===== src/hw/rtl/u16u8_pkg.sv =====
// Shared types, register indexes and the UTF-8 encoder for the UTF-16 to UTF-8 unit.
`default_nettype none

package u16u8_pkg;

	// Configuration register indexes.
	localparam int unsigned REG_INDEX_BITS = 2;
	localparam logic [REG_INDEX_BITS-1:0] REG_BUFFER_CAPACITY  = 2'd0;
	localparam logic [REG_INDEX_BITS-1:0] REG_POINTER_CAPACITY = 2'd1;

	// Reset values of the configuration registers.
	localparam logic [15:0] BUFFER_CAPACITY_RESET  = 16'd4096;
	localparam logic [15:0] POINTER_CAPACITY_RESET = 16'd256;

	// Running state of the transcoder across code units.
	typedef struct packed {
		logic [9:0]  pending_high;
		logic        pending_valid;
		logic        at_var_start;
		logic [15:0] write_offset;
		logic [15:0] slot_count;
	} state_t;

	localparam state_t STATE_RESET = '{
		pending_high:  10'd0,
		pending_valid: 1'b0,
		at_var_start:  1'b1,
		write_offset:  16'd0,
		slot_count:    16'd0
	};

	// One result beat.
	typedef struct packed {
		logic [31:0] out_bytes;
		logic [2:0]  byte_count;
		logic [15:0] first_offset;
		logic        var_start;
		logic [15:0] var_offset;
		logic        block_end;
		logic [15:0] var_count;
	} result_t;

	// Encoded character: bytes packed first in bits 7 to 0, and their number.
	typedef struct packed {
		logic [31:0] bytes;
		logic [2:0]  len;
	} utf8_t;

	// Encode one code point of up to 21 bits as one to four UTF-8 bytes.
	function automatic utf8_t utf8_encode(input logic [20:0] cp);
		utf8_t e;
		e = '0;
		if (cp < 21'h80) begin
			e.bytes = {24'd0, 1'b0, cp[6:0]};
			e.len   = 3'd1;
		end else if (cp < 21'h800) begin
			e.bytes = {16'd0, 2'b10, cp[5:0], 3'b110, cp[10:6]};
			e.len   = 3'd2;
		end else if (cp < 21'h10000) begin
			e.bytes = {8'd0, 2'b10, cp[5:0], 2'b10, cp[11:6], 4'b1110, cp[15:12]};
			e.len   = 3'd3;
		end else begin
			e.bytes = {2'b10, cp[5:0], 2'b10, cp[11:6], 2'b10, cp[17:12],
				5'b11110, cp[20:18]};
			e.len   = 3'd4;
		end
		return e;
	endfunction

endpackage

`default_nettype wire


===== src/hw/rtl/utf16_env_block_to_utf8_unit.sv =====
// Top level of the UTF-16 environment block to UTF-8 transcoder.
//
//   channel   direction  handshake           payload
//   input     in         in_valid/in_stall   code_unit
//   output    out        out_valid/out_stall out_bytes, byte_count, first_offset,
//                                            var_start, var_offset, block_end, var_count
//   config    in         wr_en               wr_index, wr_data
//
// One code unit per cycle is taken while the output is not stalled. Each yields one
// result beat via the input register, then the result register (step logic between).
// Reset clears the transcoder state and loads the capacity defaults.
// A stall on the output holds the result register and backs up into the input register.
`default_nettype none

module utf16_env_block_to_utf8_unit #(
	parameter int unsigned OFFSET_BITS = 16
) (
	input  logic        clk,
	input  logic        arst_n,
	// Configuration writes.
	input  logic        wr_en,
	input  logic [u16u8_pkg::REG_INDEX_BITS-1:0] wr_index,
	input  logic [15:0] wr_data,
	// Input channel.
	input  logic        in_valid,
	output logic        in_stall,
	input  logic [15:0] code_unit,
	// Output channel.
	output logic        out_valid,
	input  logic        out_stall,
	output logic [31:0] out_bytes,
	output logic [2:0]  byte_count,
	output logic [15:0] first_offset,
	output logic        var_start,
	output logic [15:0] var_offset,
	output logic        block_end,
	output logic [15:0] var_count
);
	import u16u8_pkg::*;

	// Largest capacity that offsets of OFFSET_BITS bits can address.
	localparam logic [15:0] CAP_LIMIT = (OFFSET_BITS >= 16) ? 16'hFFFF
		: 16'((33'd1 << OFFSET_BITS) - 33'd1);

	logic [15:0] buf_cap_q;
	logic [15:0] ptr_cap_q;
	logic [15:0] eff_cap;
	logic        valid_s1;
	logic [15:0] code_unit_s1;
	logic        out_valid_q;
	result_t     res_q;
	state_t      st_q;
	state_t      st_next;
	result_t     res;
	logic        advance;

	// Configuration registers.
	always_ff @(posedge clk or negedge arst_n) begin
		if (!arst_n) begin
			buf_cap_q <= BUFFER_CAPACITY_RESET;
			ptr_cap_q <= POINTER_CAPACITY_RESET;
		end else if (wr_en) begin
			if (wr_index == REG_BUFFER_CAPACITY) begin
				buf_cap_q <= wr_data;
			end
			if (wr_index == REG_POINTER_CAPACITY) begin
				ptr_cap_q <= wr_data;
			end
		end
	end

	assign eff_cap = (buf_cap_q > CAP_LIMIT) ? CAP_LIMIT : buf_cap_q;

	// The input register moves on whenever the result register can take a beat.
	assign advance  = !out_valid_q || !out_stall;
	assign in_stall = valid_s1 && !advance;

	always_ff @(posedge clk or negedge arst_n) begin
		if (!arst_n) begin
			valid_s1 <= 1'b0;
		end else if (!in_stall) begin
			valid_s1 <= in_valid;
		end
	end

	always_ff @(posedge clk) begin
		if (!in_stall && in_valid) begin
			code_unit_s1 <= code_unit;
		end
	end

	u16u8_core u_core (
		.st        (st_q),
		.code_unit (code_unit_s1),
		.buf_cap   (eff_cap),
		.ptr_cap   (ptr_cap_q),
		.st_next   (st_next),
		.res       (res)
	);

	// State and result register update when a unit moves into the result register.
	always_ff @(posedge clk or negedge arst_n) begin
		if (!arst_n) begin
			st_q        <= STATE_RESET;
			out_valid_q <= 1'b0;
		end else if (advance) begin
			out_valid_q <= valid_s1;
			if (valid_s1) begin
				st_q <= st_next;
			end
		end
	end

	always_ff @(posedge clk) begin
		if (advance && valid_s1) begin
			res_q <= res;
		end
	end

	assign out_valid    = out_valid_q;
	assign out_bytes    = res_q.out_bytes;
	assign byte_count   = res_q.byte_count;
	assign first_offset = res_q.first_offset;
	assign var_start    = res_q.var_start;
	assign var_offset   = res_q.var_offset;
	assign block_end    = res_q.block_end;
	assign var_count    = res_q.var_count;

`ifndef NO_ASSERTIONS
	// A stall toward the input only occurs while a unit is held.
	a_stall_needs_item: assert property (@(posedge clk) disable iff (!arst_n)
		in_stall |-> valid_s1)
		else $error("input stalled with no unit held");

	// A block end re-arms the state.
	a_block_end_rearms: assert property (@(posedge clk) disable iff (!arst_n)
		(advance && valid_s1 && res.block_end) |=>
		(st_q.write_offset == 16'd0 && st_q.slot_count == 16'd0 && st_q.at_var_start))
		else $error("state not re-armed after block end");

	// A variable start always counts itself.
	a_start_counted: assert property (@(posedge clk) disable iff (!arst_n)
		(out_valid_q && res_q.var_start) |-> (res_q.var_count != 16'd0))
		else $error("variable start with zero count");

	// A block end beat carries at most the single NUL byte.
	a_block_end_nul: assert property (@(posedge clk) disable iff (!arst_n)
		(out_valid_q && res_q.block_end) |->
		(res_q.out_bytes == 32'd0 && res_q.byte_count <= 3'd1))
		else $error("block end beat carries content bytes");
`endif

endmodule

`default_nettype wire


===== src/hw/rtl/u16u8_core.sv =====
// Combinational step of the transcoder: next state and result for one code unit.
`default_nettype none

module u16u8_core (
	input  u16u8_pkg::state_t  st,
	input  logic [15:0]        code_unit,
	input  logic [15:0]        buf_cap,
	input  logic [15:0]        ptr_cap,
	output u16u8_pkg::state_t  st_next,
	output u16u8_pkg::result_t res
);
	import u16u8_pkg::*;

	logic        is_nul;
	logic        is_high;
	logic        is_low;
	logic        has_char;
	logic [20:0] cp;
	utf8_t       enc;
	logic [16:0] cap_w;
	logic [16:0] need_w;
	logic [16:0] room;
	logic [2:0]  count;
	logic [31:0] byte_mask;
	logic        take_slot;

	// Classify the unit.
	assign is_nul  = (code_unit == 16'd0);
	assign is_high = (code_unit[15:10] == 6'b110110);
	assign is_low  = (code_unit[15:10] == 6'b110111);

	// Code point: a merged surrogate pair or the unit itself.
	assign cp       = is_low ? (21'h10000 + {1'b0, st.pending_high, code_unit[9:0]})
		: {5'd0, code_unit};
	assign has_char = is_low ? st.pending_valid : !is_high;
	assign enc      = utf8_encode(cp);

	// Content bytes fit while the offset stays two below capacity.
	assign cap_w  = {1'b0, buf_cap};
	assign need_w = {1'b0, st.write_offset} + 17'd2;
	assign room   = (cap_w > need_w) ? (cap_w - need_w) : 17'd0;

	always_comb begin
		if (!has_char) begin
			count = 3'd0;
		end else if (room < {14'd0, enc.len}) begin
			count = room[2:0];
		end else begin
			count = enc.len;
		end
	end

	always_comb begin
		for (int i = 0; i < 4; i++) begin
			byte_mask[8*i +: 8] = (3'(i) < count) ? 8'hFF : 8'h00;
		end
	end

	// A new variable takes a slot while one is left before the closing slot.
	assign take_slot = ({1'b0, st.slot_count} + 17'd1) < {1'b0, ptr_cap};

	// Next state and result.
	always_comb begin
		st_next = st;
		res     = '0;
		if (is_nul) begin
			st_next.pending_high  = 10'd0;
			st_next.pending_valid = 1'b0;
			res.var_count         = st.slot_count;
			if (st.at_var_start) begin
				// Final NUL of the block, then re-arm.
				res.block_end = 1'b1;
				if (st.write_offset < buf_cap) begin
					res.byte_count   = 3'd1;
					res.first_offset = st.write_offset;
				end
				st_next.write_offset = 16'd0;
				st_next.slot_count   = 16'd0;
			end else begin
				// Terminator of one variable.
				if (({1'b0, st.write_offset} + 17'd1) < cap_w) begin
					res.byte_count       = 3'd1;
					res.first_offset     = st.write_offset;
					st_next.write_offset = st.write_offset + 16'd1;
				end
				st_next.at_var_start = 1'b1;
			end
		end else begin
			if (st.at_var_start) begin
				st_next.at_var_start = 1'b0;
				if (take_slot) begin
					res.var_start      = 1'b1;
					res.var_offset     = st.write_offset;
					st_next.slot_count = st.slot_count + 16'd1;
				end
			end
			if (is_high) begin
				st_next.pending_high  = code_unit[9:0];
				st_next.pending_valid = 1'b1;
			end else begin
				st_next.pending_high  = 10'd0;
				st_next.pending_valid = 1'b0;
			end
			res.out_bytes        = enc.bytes & byte_mask;
			res.byte_count       = count;
			res.first_offset     = (count != 3'd0) ? st.write_offset : 16'd0;
			st_next.write_offset = st.write_offset + {13'd0, count};
			res.var_count        = st_next.slot_count;
		end
	end

endmodule

`default_nettype wire

===== config.mk =====
export PLATFORM = sky130hd
export DESIGN_NAME = utf16_env_block_to_utf8_unit
export DESIGN_NICKNAME = d
export VERILOG_FILES = /design/src/hw/rtl/u16u8_pkg.sv /design/src/hw/rtl/utf16_env_block_to_utf8_unit.sv /design/src/hw/rtl/u16u8_core.sv
export SDC_FILE = /design/constraint.sdc
export NUM_CORES = 1
export LEC_CHECK = 0
export BUFFER_PORTS_ARGS = -buffer_cell sky130_fd_sc_hd__buf_4
export CORE_MARGIN = 4
export CORE_UTILIZATION = 45
export CTS_CLUSTER_DIAMETER = 60
export CTS_CLUSTER_SIZE = 24
export DETAILED_ROUTE_END_ITERATION = 7
export PLACE_DENSITY = 0.73
export SLEW_MARGIN = 20
export SYNTH_ARGS = -nofsm -noshare
export SYNTH_HDL_FRONTEND = slang
export SYNTH_SLANG_ARGS = --single-unit

===== constraint.sdc =====
create_clock -name clk -period 6.9 [get_ports clk]
set_input_delay 0 -clock clk [delete_from_list [all_inputs] [get_ports clk]]
set_output_delay 0 -clock clk [all_outputs]
set_load 0.1 [all_outputs]

==> reports/qor.csv <==
metric,value,unit
finalSetupTns,0,ps
wl_per_cell,18.4,um
cp_data_required_time,7200,ps
reg2regPathDepth,27,
cts_root_buffer,clkbuf_16,
fillers,2132,
post-cts-setup-buffers,0,
vias,9252,
max_slew_margin,43.3,%
clock-sinks,176,
p_clk_share,22.9,%
pwr_density_cell,332,nW/um2
fin_crit,6410,ps
mostFrequentLayoutCell,buf_4,
grt_util_all_layers,21.9,%
fin_skew,10.7,ps
first_iter_violations,1105,
final.period_utilization,92.9,%
syn-instance-count,1123,
r2r_start,st_q[18],
grt_pass1_wl,47000,um
drc,0,
yosys.area.top_type,edfxtp_1,
dp_hpwl,21100,um
final_area,13300,um2
internal_power,0.00255,W
regToRegSetupSlack,490,ps
seq_area_frac_synth,44.4,%
antenna_found_initial,0,
fmax,156,MHz
cts_max_path_buffers,2,
path_max_fanout,6,
io_pins,126,
syn2layout_area_growth,20.9,%
p_sw_share,42.4,%
p_seq_share,30.7,%
hold_depth,5,
ys.flop_type,edfxtp_1,
dpl_cell_area,12300,um2
combPwrFrac,46.3,%
wl,29400,um
fp.dieH,165,um
drive_above_1_share,19.1,%
die_w,165,um
nNetsFinal,1376,
via_per_inst,5.78,
final_cell_mix,"153 x buf_4, 111 x nand2_1, 98 x edfxtp_1, 73 x dfrtp_1, 72 x ha_1",
maxCapViolCount,0,
std_cell_rows,57,
p_leak,5.44,nW
grt_max_degree,79,
worstSetupStartpointType,flip-flop,
vdd_ir_drop_max,247,uV
synth_top_area_share,26.7,%
drv_slew,0,
endpoint_kind,flip-flop,
tightest_slew,842,ps
coreArea,24200,um2
total_power,0.00443,W
grt_pass1_vias,8591,
initial_core_util,45.5,%
min_to,buf_cap_q[12],
cts_made_buffers,17,
yosysUniqueCellTypes,82,
synth_edf_count,98,
insertion_delay,440,ps
arrival,6710,ps
reg2reg_to,st_q[28],
first_pass_iters,6,
final_antenna_net_count,0,
die_area,27100,um2
ys_seq_elements,176,
grt_overflow,0,
cts.htree.levels,4,
synthTopCellsByArea,"edfxtp_1 27%, dfrtp_1 17%, ha_1 8.2%",
synth.avg_cell_area,9.83,um2
run_status,"complete, no violations",
switching_power,0.00188,W
clk_pin_slew_worst_paths,70,ps
setup_viol,0,
place.gp.congestion,0.930,
async_flop_share,44.3,%
path_class,flip-flop to flip-flop,
portBuffers,122,
synthesis.area,11000,um2
synth-warning-count,0,
cts_tree,yes,
timing_hold_violations_final,0,
hp-class,input pin to flip-flop,
worstHoldStart,wr_index[1],
logic make-up (layout without fill, tap and decap cells):
kind of cell / Yosys count / after routing / share of synthesized area [%]
and+or+nand+nor: 389 / 389 / 18.6
muxes: 20 / 20 / 2.01
other: 1 / 4 / 0.0340
buffers and inverters: 126 / 277 / 4.56
AOI/OAI and AO/OA: 274 / 274 / 16.9
adders and majority gates: 74 / 74 / 8.52
DFF: 176 / 176 / 44.4
xor gates and xnor gates: 63 / 63 / 5.00
per-layer routing:
layer	vias up	track usage, %	wire length [um]
met3	33	3.37	2370
met2	397	31.6	12800
met5	-	0	0
met4	0	6.92	499
met1	4422	33.6	13700
li1	4400	-	-
worst max path at each step:
stage,start,endpoint,cells after the start
global placement,st_q[20],st_q[29],27
global route,st_q[19],st_q[29],26
floorplan,st_q[20],st_q[29],31
finish,st_q[18],st_q[28],27
CTS,st_q[20],st_q[28],26
detailed placement,st_q[20],st_q[28],26
worst max-delay path: stages, from the launching register on:
cell and delay, ps:
dfrtp_1 360, ha_1 230, nand3_1 150, nor2_2 210, and3_2 280, nand2_1 80, xor2_1 170, ha_1 410
nand4_1 180, nor4_2 350, nor2_1 90, a22oi_2 340, nor2_1 90, ha_1 340, and2_1 200, a21boi_0 130
a221o_1 380, or4_1 520, nor3_2 180, nor2_2 90, fa_1 440, nor2b_1 130, o21a_1 160, nand3_1 130
nor2_1 210, a21oi_1 100, o31ai_1 240, a31oi_1 110
cell usage after synthesis (all sizes together), types with 3 or more instances:
cell     number
nand2       111
edfxtp       98
dfrtp        75
ha           72
a21oi        69
clkbuf       62
nor2         62
o21ai        55
inv          54
xnor2        41
nand3        38
and2         27
nor3         25
and3         23
xor2         22
o21a         20
a22o         19
o211ai       18
mux2         17
a21o         16
nor3b        16
or4          16
nand4        15
nand2b       12
a31oi        11
nor4         10
a211oi        9
buf           9
or3           9
nor2b         8
a221oi        6
a22oi         5
o311ai        5
a2111oi       4
nand3b        4
o22ai         4
o31a          4
o31ai         4
or2           4
a21boi        3
dfstp         3
mux2i         3
nand4b        3
o311a         3
cell type report:
| type | instances | area (um2) | share of cell area [%] |
|---|---|---|---|
| Clock buffer | 18 | 429 | 3.22 |
| Clock inverter | 14 | 180 | 1.35 |
| Inverter | 55 | 208 | 1.56 |
| Timing Repair Buffer | 190 | 1520 | 11.4 |
| Tap cell | 324 | 405 | 3.04 |
| Multi-Input combinational cell | 823 | 5700 | 42.7 |
| Antenna cell | 1 | 2.50 | 0.0188 |
| Sequential cell | 176 | 4900 | 36.7 |
power by group through the flow:
stage	sequential, W	clock [W]	combinational (W)
3_5_place_dp	0.00138	0	0.00199
6_report	0.00136	0.00101	0.00205
5_1_grt	0.00137	0.00108	0.00224
2_1_floorplan	0.00178	0	0.00110
3_3_place_gp	0.00138	0	0.00197
4_1_cts	0.00136	0.00102	0.00203
metrics by stage:
stage,hold WS [ps],util (%),setup slack (ps),instances
finish,91.7,55.0,488,1601
global route,103,55.0,-7.52,1600
CTS,67.9,54.9,193,1600
detailed placement,179,50.9,227,1532
global placement,179,50.9,378,1532
floorplan,-296,-,265,1125
what timing repair did:
action	in CTS	in global routing
hold endpoints to repair	125	0
gates resized for setup	0	8
hold buffers	36	0
endpoints found under the setup margin	0	12
registers in the layout (all words and copies together), names as in the netlist, 3 cells and up:
signal,cells
buf_cap_q,16
byte_count,3
code_unit_s1,16
first_offset,16
out_bytes,29
ptr_cap_q,16
st_q,44
var_count,16
var_offset,16
No activity file was read; power rests on OpenSTA's default activity.
